==> src/rtl/dlr_pkg.sv <==
// dlr_pkg: shared widths, codes and the command type of the dda line rasterizer
// used by dlr_front, dlr_queue, dlr_back and dda_line_rasterizer_top
// no dependencies
package dlr_pkg;

    localparam int COORD_BITS  = 12;
    localparam int FRAC_BITS   = 16;
    localparam int COLOR_BITS  = 24;

    // coordinate difference, one bit wider than a coordinate
    localparam int DIFF_W      = COORD_BITS + 1;
    // slope magnitude never exceeds 1.0, so the quotient has FRAC_BITS + 1 bits
    localparam int QUO_W       = FRAC_BITS + 1;
    localparam int SLOPE_W     = FRAC_BITS + 2;
    localparam int ACC_W       = COORD_BITS + FRAC_BITS + 1;
    localparam int STEP_W      = $clog2(FRAC_BITS + 1);

    localparam int IN_DATA_W   = ((4 * COORD_BITS + COLOR_BITS + 7) / 8) * 8;
    localparam int OUT_DATA_W  = ((2 * COORD_BITS + COLOR_BITS + 7) / 8) * 8;

    localparam int QUEUE_DEPTH = 2;
    localparam int QPTR_W      = (QUEUE_DEPTH > 1) ? $clog2(QUEUE_DEPTH) : 1;
    localparam int QCNT_W      = $clog2(QUEUE_DEPTH + 1);

    // input item kinds carried in tuser
    localparam logic ACT_START = 1'b0;
    localparam logic ACT_STEP  = 1'b1;

    typedef enum logic [1:0] {
        F_IDLE,
        F_DIV,
        F_PUSH
    } front_state_t;

    typedef enum logic {
        CMD_LINE,
        CMD_STEP
    } cmd_kind_t;

    typedef struct packed {
        cmd_kind_t                     kind;
        logic                          major_is_x;
        logic signed [COORD_BITS-1:0]  major_pos;
        logic signed [COORD_BITS-1:0]  minor0;
        logic signed [SLOPE_W-1:0]     slope;
        logic [COORD_BITS-1:0]         count;
        logic [COLOR_BITS-1:0]         color;
    } cmd_t;

endpackage

==> src/rtl/dlr_front.sv <==
// dlr_front: accepts input items, sets up each line and divides for its slope
// one restoring step per cycle; depends on dlr_pkg
module dlr_front
    import dlr_pkg::*;
(
    input  logic                  clk,
    input  logic                  rst_n,
    input  logic                  s_axis_tvalid,
    output logic                  s_axis_tready,
    input  logic [IN_DATA_W-1:0]  s_axis_tdata,
    input  logic                  s_axis_tuser,
    input  logic                  q_full,
    output logic                  q_push,
    output cmd_t                  q_cmd
);

    front_state_t state_reg, state_next;

    logic                          major_x_reg;
    logic signed [COORD_BITS-1:0]  pos_reg;
    logic signed [COORD_BITS-1:0]  minor0_reg;
    logic [COORD_BITS-1:0]         den_reg;
    logic [COORD_BITS-1:0]         count_reg;
    logic                          neg_reg;
    logic [COORD_BITS:0]           rem_reg;
    logic [QUO_W-1:0]              quo_reg;
    logic [STEP_W-1:0]             step_reg;
    logic [COLOR_BITS-1:0]         color_reg;

    logic signed [COORD_BITS-1:0]  x0, y0, x1, y1;
    logic signed [DIFF_W-1:0]      dx, dy;
    logic [DIFF_W-1:0]             adx, ady;
    logic                          major_x;
    logic signed [COORD_BITS-1:0]  i0, i1, d0, d1;
    logic                          swap;
    logic signed [COORD_BITS-1:0]  lo_i, hi_i, lo_d, hi_d;
    logic signed [DIFF_W-1:0]      den_full, num;
    logic [DIFF_W-1:0]             num_mag;
    logic                          accept;
    logic                          start_acc;

    logic [COORD_BITS:0]           shifted;
    logic [COORD_BITS+1:0]         trial;
    logic                          quo_bit;
    logic signed [SLOPE_W-1:0]     slope_pos;

    assign x0 = s_axis_tdata[COORD_BITS-1:0];
    assign y0 = s_axis_tdata[2*COORD_BITS-1:COORD_BITS];
    assign x1 = s_axis_tdata[3*COORD_BITS-1:2*COORD_BITS];
    assign y1 = s_axis_tdata[4*COORD_BITS-1:3*COORD_BITS];

    // endpoint ordering along the major axis
    always_comb
    begin
        dx      = $signed({x1[COORD_BITS-1], x1}) - $signed({x0[COORD_BITS-1], x0});
        dy      = $signed({y1[COORD_BITS-1], y1}) - $signed({y0[COORD_BITS-1], y0});
        adx     = dx[DIFF_W-1] ? DIFF_W'(-dx) : DIFF_W'(dx);
        ady     = dy[DIFF_W-1] ? DIFF_W'(-dy) : DIFF_W'(dy);
        major_x = adx > ady;
        i0      = major_x ? x0 : y0;
        i1      = major_x ? x1 : y1;
        d0      = major_x ? y0 : x0;
        d1      = major_x ? y1 : x1;
        swap    = i1 < i0;
        lo_i    = swap ? i1 : i0;
        hi_i    = swap ? i0 : i1;
        lo_d    = swap ? d1 : d0;
        hi_d    = swap ? d0 : d1;
        den_full = $signed({hi_i[COORD_BITS-1], hi_i}) - $signed({lo_i[COORD_BITS-1], lo_i});
        num      = $signed({hi_d[COORD_BITS-1], hi_d}) - $signed({lo_d[COORD_BITS-1], lo_d});
        num_mag  = num[DIFF_W-1] ? DIFF_W'(-num) : DIFF_W'(num);
    end

    // one restoring division step, no shift on the first (integer) quotient bit
    always_comb
    begin
        shifted = (step_reg == STEP_W'(FRAC_BITS)) ? rem_reg : {rem_reg[COORD_BITS-1:0], 1'b0};
        trial   = {1'b0, shifted} - {2'b00, den_reg};
        quo_bit = !trial[COORD_BITS+1];
    end

    assign accept    = s_axis_tvalid && s_axis_tready;
    assign start_acc = accept && (s_axis_tuser == ACT_START);

    always_comb
    begin
        state_next = state_reg;
        unique case (state_reg)
            F_IDLE:
            begin
                if (start_acc)
                begin
                    state_next = (den_full == '0) ? F_PUSH : F_DIV;
                end
            end
            F_DIV:
            begin
                if (step_reg == '0)
                begin
                    state_next = F_PUSH;
                end
            end
            F_PUSH:
            begin
                if (!q_full)
                begin
                    state_next = F_IDLE;
                end
            end
            default:
            begin
                state_next = F_IDLE;
            end
        endcase
    end

    assign slope_pos = $signed({1'b0, quo_reg});

    always_comb
    begin
        s_axis_tready    = 1'b0;
        q_push           = 1'b0;
        q_cmd.kind       = CMD_LINE;
        q_cmd.major_is_x = major_x_reg;
        q_cmd.major_pos  = pos_reg;
        q_cmd.minor0     = minor0_reg;
        q_cmd.slope      = neg_reg ? -slope_pos : slope_pos;
        q_cmd.count      = count_reg;
        q_cmd.color      = color_reg;
        unique case (state_reg)
            F_IDLE:
            begin
                s_axis_tready = !q_full;
                if (accept && (s_axis_tuser == ACT_STEP))
                begin
                    q_push     = 1'b1;
                    q_cmd.kind = CMD_STEP;
                end
            end
            F_DIV:
            begin
                q_push = 1'b0;
            end
            F_PUSH:
            begin
                q_push = !q_full;
            end
            default:
            begin
                q_push = 1'b0;
            end
        endcase
    end

    always_ff @(posedge clk or negedge rst_n)
    begin
        if (!rst_n)
        begin
            state_reg <= F_IDLE;
        end
        else
        begin
            state_reg <= state_next;
        end
    end

    always_ff @(posedge clk)
    begin
        if (start_acc)
        begin
            major_x_reg <= major_x;
            pos_reg     <= lo_i;
            minor0_reg  <= lo_d;
            den_reg     <= den_full[COORD_BITS-1:0];
            count_reg   <= (den_full == '0) ? COORD_BITS'(1) : den_full[COORD_BITS-1:0];
            neg_reg     <= num[DIFF_W-1];
            rem_reg     <= {1'b0, num_mag[COORD_BITS-1:0]};
            quo_reg     <= '0;
            step_reg    <= STEP_W'(FRAC_BITS);
            color_reg   <= s_axis_tdata[4*COORD_BITS+COLOR_BITS-1:4*COORD_BITS];
        end
        else if (state_reg == F_DIV)
        begin
            if (quo_bit)
            begin
                rem_reg <= trial[COORD_BITS:0];
            end
            else
            begin
                rem_reg <= shifted;
            end
            quo_reg  <= {quo_reg[QUO_W-2:0], quo_bit};
            step_reg <= step_reg - STEP_W'(1);
        end
    end

endmodule

==> src/rtl/dlr_queue.sv <==
// dlr_queue: short command queue between the setup front and the pixel back end
// depends on dlr_pkg
module dlr_queue
    import dlr_pkg::*;
(
    input  logic  clk,
    input  logic  rst_n,
    input  logic  push,
    input  cmd_t  push_cmd,
    output logic  full,
    input  logic  pop,
    output logic  valid,
    output cmd_t  head
);

    cmd_t              mem_reg [QUEUE_DEPTH];
    logic [QPTR_W-1:0] wr_ptr_reg;
    logic [QPTR_W-1:0] rd_ptr_reg;
    logic [QCNT_W-1:0] cnt_reg;

    assign full  = cnt_reg == QCNT_W'(QUEUE_DEPTH);
    assign valid = cnt_reg != '0;
    assign head  = mem_reg[rd_ptr_reg];

    always_ff @(posedge clk)
    begin
        if (push)
        begin
            mem_reg[wr_ptr_reg] <= push_cmd;
        end
    end

    always_ff @(posedge clk or negedge rst_n)
    begin
        if (!rst_n)
        begin
            wr_ptr_reg <= '0;
            rd_ptr_reg <= '0;
            cnt_reg    <= '0;
        end
        else
        begin
            if (push)
            begin
                wr_ptr_reg <= (wr_ptr_reg == QPTR_W'(QUEUE_DEPTH - 1)) ? '0
                                                                       : wr_ptr_reg + QPTR_W'(1);
            end
            if (pop)
            begin
                rd_ptr_reg <= (rd_ptr_reg == QPTR_W'(QUEUE_DEPTH - 1)) ? '0
                                                                       : rd_ptr_reg + QPTR_W'(1);
            end
            if (push && !pop)
            begin
                cnt_reg <= cnt_reg + QCNT_W'(1);
            end
            else if (pop && !push)
            begin
                cnt_reg <= cnt_reg - QCNT_W'(1);
            end
        end
    end

endmodule

==> src/rtl/dlr_back.sv <==
// dlr_back: holds the active line and emits one pixel per step command
// output register on the master side; depends on dlr_pkg
module dlr_back
    import dlr_pkg::*;
(
    input  logic                   clk,
    input  logic                   rst_n,
    input  logic                   q_valid,
    input  cmd_t                   q_head,
    output logic                   q_pop,
    output logic                   m_axis_tvalid,
    input  logic                   m_axis_tready,
    output logic [OUT_DATA_W-1:0]  m_axis_tdata,
    output logic                   m_axis_tlast
);

    logic                          active_reg;
    logic                          major_x_reg;
    logic signed [COORD_BITS-1:0]  pos_reg;
    logic signed [ACC_W-1:0]       acc_reg;
    logic signed [SLOPE_W-1:0]     slope_reg;
    logic [COORD_BITS-1:0]         cnt_reg;
    logic [COLOR_BITS-1:0]         color_reg;

    logic                          out_valid_reg;
    logic [OUT_DATA_W-1:0]         out_data_reg;
    logic                          out_last_reg;

    logic                          out_free;
    logic                          emit;
    logic                          load;
    logic                          round_up;
    logic [COORD_BITS-1:0]         minor;
    logic [COORD_BITS-1:0]         px, py;
    logic                          last;

    assign out_free = !out_valid_reg || m_axis_tready;
    assign load     = q_valid && (q_head.kind == CMD_LINE);
    assign emit     = q_valid && (q_head.kind == CMD_STEP) && active_reg && out_free;
    // steps while idle are dropped
    assign q_pop    = load || emit || (q_valid && (q_head.kind == CMD_STEP) && !active_reg);

    // accumulator truncated toward zero
    always_comb
    begin
        round_up = acc_reg[ACC_W-1] && (acc_reg[FRAC_BITS-1:0] != '0);
        minor    = acc_reg[FRAC_BITS+COORD_BITS-1:FRAC_BITS]
                   + {{(COORD_BITS-1){1'b0}}, round_up};
        px       = major_x_reg ? pos_reg : minor;
        py       = major_x_reg ? minor : pos_reg;
        last     = cnt_reg <= COORD_BITS'(1);
    end

    always_ff @(posedge clk or negedge rst_n)
    begin
        if (!rst_n)
        begin
            active_reg    <= 1'b0;
            out_valid_reg <= 1'b0;
        end
        else
        begin
            if (load)
            begin
                active_reg <= 1'b1;
            end
            else if (emit && last)
            begin
                active_reg <= 1'b0;
            end
            if (emit)
            begin
                out_valid_reg <= 1'b1;
            end
            else if (m_axis_tready)
            begin
                out_valid_reg <= 1'b0;
            end
        end
    end

    always_ff @(posedge clk)
    begin
        if (load)
        begin
            major_x_reg <= q_head.major_is_x;
            pos_reg     <= q_head.major_pos;
            acc_reg     <= {q_head.minor0[COORD_BITS-1], q_head.minor0, {FRAC_BITS{1'b0}}};
            slope_reg   <= q_head.slope;
            cnt_reg     <= q_head.count;
            color_reg   <= q_head.color;
        end
        else if (emit)
        begin
            pos_reg <= pos_reg + COORD_BITS'(1);
            acc_reg <= acc_reg + {{(ACC_W-SLOPE_W){slope_reg[SLOPE_W-1]}}, slope_reg};
            cnt_reg <= cnt_reg - COORD_BITS'(1);
        end
        if (emit)
        begin
            out_data_reg <= OUT_DATA_W'({color_reg, py, px});
            out_last_reg <= last;
        end
    end

    assign m_axis_tvalid = out_valid_reg;
    assign m_axis_tdata  = out_data_reg;
    assign m_axis_tlast  = out_last_reg;

endmodule

==> src/rtl/dda_line_rasterizer_top.sv <==
// dda_line_rasterizer_top: dda line rasterizer, front setup, command queue, pixel back end
// depends on dlr_pkg, dlr_front, dlr_queue, dlr_back
//
// channel   dir  handshake                      payload
// s_axis    in   s_axis_tvalid / s_axis_tready  tdata endpoints and color, tuser action
// m_axis    out  m_axis_tvalid / m_axis_tready  tdata pixel and color, tlast last pixel
//
// the front pushes a step item straight to the queue; the back end emits one pixel per cycle
// while steps are queued and m_axis_tready is high; a start item holds the front through 17
// restoring divide steps and the hand-off to the queue, no divide when both endpoints coincide
// the back end keeps draining queued steps while the front divides
// rst_n clears the line state, the queue and the output valid
module dda_line_rasterizer_top
    import dlr_pkg::*;
(
    input  logic                   clk,
    input  logic                   rst_n,
    input  logic                   s_axis_tvalid,
    output logic                   s_axis_tready,
    // start_x, start_y, end_x, end_y, line_color
    input  logic [IN_DATA_W-1:0]   s_axis_tdata,
    // action
    input  logic                   s_axis_tuser,
    output logic                   m_axis_tvalid,
    input  logic                   m_axis_tready,
    // pixel_x, pixel_y, pixel_color
    output logic [OUT_DATA_W-1:0]  m_axis_tdata,
    output logic                   m_axis_tlast
);

    logic q_full;
    logic q_push;
    logic q_pop;
    logic q_valid;
    cmd_t q_cmd;
    cmd_t q_head;

    dlr_front u_front (
        .clk           (clk),
        .rst_n         (rst_n),
        .s_axis_tvalid (s_axis_tvalid),
        .s_axis_tready (s_axis_tready),
        .s_axis_tdata  (s_axis_tdata),
        .s_axis_tuser  (s_axis_tuser),
        .q_full        (q_full),
        .q_push        (q_push),
        .q_cmd         (q_cmd)
    );

    dlr_queue u_queue (
        .clk      (clk),
        .rst_n    (rst_n),
        .push     (q_push),
        .push_cmd (q_cmd),
        .full     (q_full),
        .pop      (q_pop),
        .valid    (q_valid),
        .head     (q_head)
    );

    dlr_back u_back (
        .clk           (clk),
        .rst_n         (rst_n),
        .q_valid       (q_valid),
        .q_head        (q_head),
        .q_pop         (q_pop),
        .m_axis_tvalid (m_axis_tvalid),
        .m_axis_tready (m_axis_tready),
        .m_axis_tdata  (m_axis_tdata),
        .m_axis_tlast  (m_axis_tlast)
    );

endmodule
==> config.mk <==
export PLATFORM = sky130hd
export DESIGN_NAME = dda_line_rasterizer_top
export DESIGN_NICKNAME = d
export VERILOG_FILES = /design/src/rtl/dlr_pkg.sv /design/src/rtl/dlr_front.sv /design/src/rtl/dlr_queue.sv /design/src/rtl/dlr_back.sv /design/src/rtl/dda_line_rasterizer_top.sv
export SDC_FILE = /design/constraint.sdc
export NUM_CORES = 1
export LEC_CHECK = 0
export BUFFER_PORTS_ARGS = -buffer_cell sky130_fd_sc_hd__buf_2
export CAP_MARGIN = 0
export CORE_AREA = 2 2 197 199
export DETAILED_ROUTE_END_ITERATION = 12
export DIE_AREA = 0 0 199 201
export PLACE_DENSITY = 0.76
export SETUP_SLACK_MARGIN = 0.15
export SLEW_MARGIN = 15
export SYNTH_ARGS = -nofsm -noshare
export SYNTH_HDL_FRONTEND = slang
export SYNTH_SLANG_ARGS = --single-unit
==> constraint.sdc <==
create_clock -name clk -period 9.5 [get_ports clk]
set_clock_uncertainty 0.15 [all_clocks]
set_input_delay 1.9 -clock clk [delete_from_list [all_inputs] [get_ports clk]]
set_output_delay 1.9 -clock clk [all_outputs]
set_load 0.01 [all_outputs]
==> results.toml <==
[sta]
maxSlewHeadroom_pct = 33.79
tightest_slew_ns = 0.9931
hold_viol_final = 0
fmax_ghz = 0.09548
worst_slack_ns = -0.9733
finalCriticalPeriod_ns = 10.47
rsz0062_at_grt = "true"
finalCritPeriodShare_pct = 110.2
slew_viol_final = 0
setup_violations = 32

[finish]
nets = 2581
regArea_mm2 = 0.01225
stdcell_count = 2936
drive_gt1_share_pct = 33.68
multi_input_area_mm2 = 0.01041
fillers = 2370
largest_reg_flops = 160
syn2layout_area_growth_pct = 28.18

[critical_path]
max_stage_delay_ns = 0.57
r2r_cells = 22
crit_type = "input pin to flop"
worstPathMaxFanout = 11
cp_data_required_time_ns = 9.63
crit_path_start_kind = "input pin"
crit_arrival_ns = 10.60
slowest_stage = "fa_2"
worstSetupEndpointType = "flop"

[route]
drt-initial-drc-count = 1132
via_count = 16560
route.detailed.drc = 0
wl_mm = 55.67
avgViaCountPerCell = 5.642
dr.pass1.iters = 6
wl_per_cell_um = 18.96
final_antenna_net_count = 0

[die]
die_w_um = 199
die_h_um = 201
pin_count = 128
core_mm2 = 0.03811
start_util_pct = 58.75
die_area_mm2 = 0.04000
row_count = 72

[clocking]
cts_buffers = 41
clk_path_buf_depth = 3
cts_root_buffer = "clkbuf_16"
htree_num_levels = 2
clkTransAtPathRegs_ns = 0.08
numClockSinks = 422
cts_tree = "done"
clkLatencyLatePin_ns = 0.56

[synthesis]
synthTopCellsByCount = "375 x edfxtp_1, 168 x nand2_1, 144 x nor2_1"
yosysWarnings = 0
synth_top_area_share_pct = 50.30
ys.flop_type = "edfxtp_1"
synth.most_common_cell = "edfxtp_1"
ys_ff_latch = 422
async_reset_ff_share_pct = 1.896
synth_area_leader_cell = "edfxtp_1"
postSynthAreaPerCell_um2 = 11.67
synth_area_mm2 = 0.02239
syn-num-nets = 2113
synth_enable_flop_cells = 375
netlist_top_cells_area = "edfxtp_1 50%, ha_1 6.3%, mux2_2 4.5%"
synth.distinct_cells = 74
yosysSeqAreaShare_pct = 54.68
syn_inst = 1919

[global_routing]
grt_usage_pct = 27.28
use_met2_pct = 47.70
use_met1_pct = 34.95
globalRoute.busiestLayer = "met2"
grt_use_met3_pct = 3.763
antenna_found_initial = 1
grt_overflow_total = 0
grt_pass1_vias = 16630
grt_pass1_wl_mm = 85.79
grt_max_degree = 69

[placed_design]
place.gp.congestion = 0.9446
dp_hpwl_mm = 38.10
io_buffers = 127
dp_cells = 2775

[min_path]
holdPathStages = 0
hold_class = "flop to flop"

[status]
status = "finished, violations left"
violations = "negative setup slack"

[run]
cap_violations = 0
critical path, delay by kind of cell:
family / cells / cell delay (ns)
fa+ha+maj: 6 / 1.75
mux: 1 / 0.11
xor+xnor: 2 / 0.31
buf+inv: 8 / 1.02
simple gates: 11 / 3.73
compound gates: 11 / 1.78
timing repair:
action	CTS	global route
pin swaps	59	70
resized for setup	133	106
endpoints found under the setup margin	34	36
gates cloned	1	1
buffers inserted	57	28
hold buffers	0	0
routing by layer:
metal | wire, µm | part of all wire [%]
met5 | 37 | 0.066
met4 | 1700 | 3.1
met3 | 2923 | 5.3
met2 | 28130 | 51
met1 | 22880 | 41
worst paths after layout:
kind / slack (ns) / endpoint / start
max: -0.97 / u_front.rem_reg[10] / s_axis_tdata[36]
min: 0.25 / u_back.m_axis_tdata[45] / u_back.color_reg[21]
max reg2reg: 3.70 / u_front.rem_reg[1] / u_front.step_reg[0]
min reg2reg: 0.25 / u_back.m_axis_tdata[45] / u_back.color_reg[21]
max in group asynchronous: 7.96 / u_queue.rd_ptr_reg / rst_n
min in group asynchronous: 1.04 / u_back.active_reg / rst_n
kinds of logic after synthesis:
group | synth area share [%]
compound gates | 10.34
xor+xnor | 6.103
fa+ha+maj | 6.707
buf+inv | 3.046
flops | 54.68
mux | 8.646
simple gates | 10.48
cell type report:
type | count | area share (%)
Tap cell | 518 | 2.259
Clock buffer | 55 | 3.972
Multi-Input combinational cell | 1320 | 36.26
Sequential cell | 422 | 42.67
Clock inverter | 18 | 0.3488
Timing Repair Buffer | 498 | 13.02
Inverter | 104 | 1.465
Antenna cell | 1 | 0.008720
layout by cell type (no fill, tap or decap), types with 15 or more instances in the layout:
master     Yosys  final
edfxtp_1     375    375
nor2b_1       30     27
a211oi_1      23     15
a21oi_2        5     16
nand2b_1      24     24
nor2_1       144    128
nand2_1      168    157
clkbuf_16      0     43
dfxtp_1       39     39
ha_1         112    100
buf_4          1    329
buf_2          5    122
o21ai_0       93     75
a31oi_1       23     19
inv_1        101     90
a21oi_1       75     60
xor2_1        64     59
buf_6          1     31
nand3_1       44     43
mux2i_1       85     83
xnor2_1       92     78
mux2_2        90     84
nor3_1        24     18
a21o_1        43     43
stage by stage:
stage / hold slack, ns / cell area [µm²] / setup TNS [ns] / utilization, % / setup slack [ns]
5_1_grt: 0.2629 / 28690 / -27.97 / 75.30 / -1.227
4_1_cts: 0.2484 / 27960 / -14.12 / 73.36 / -0.7711
3_3_place_gp: 0.2528 / 25700 / -38.21 / 67.45 / -1.702
6_report: 0.2493 / 28700 / -18.27 / 75.31 / -0.9733
3_5_place_dp: 0.2554 / 25700 / -44.45 / 67.45 / -1.866
2_1_floorplan: 0.2503 / 22640 / -22.89 / - / -1.690
Power is left out: the tool's default activity adds up to more than one toggle a clock period on the data nets, which glitch-free logic cannot reach.
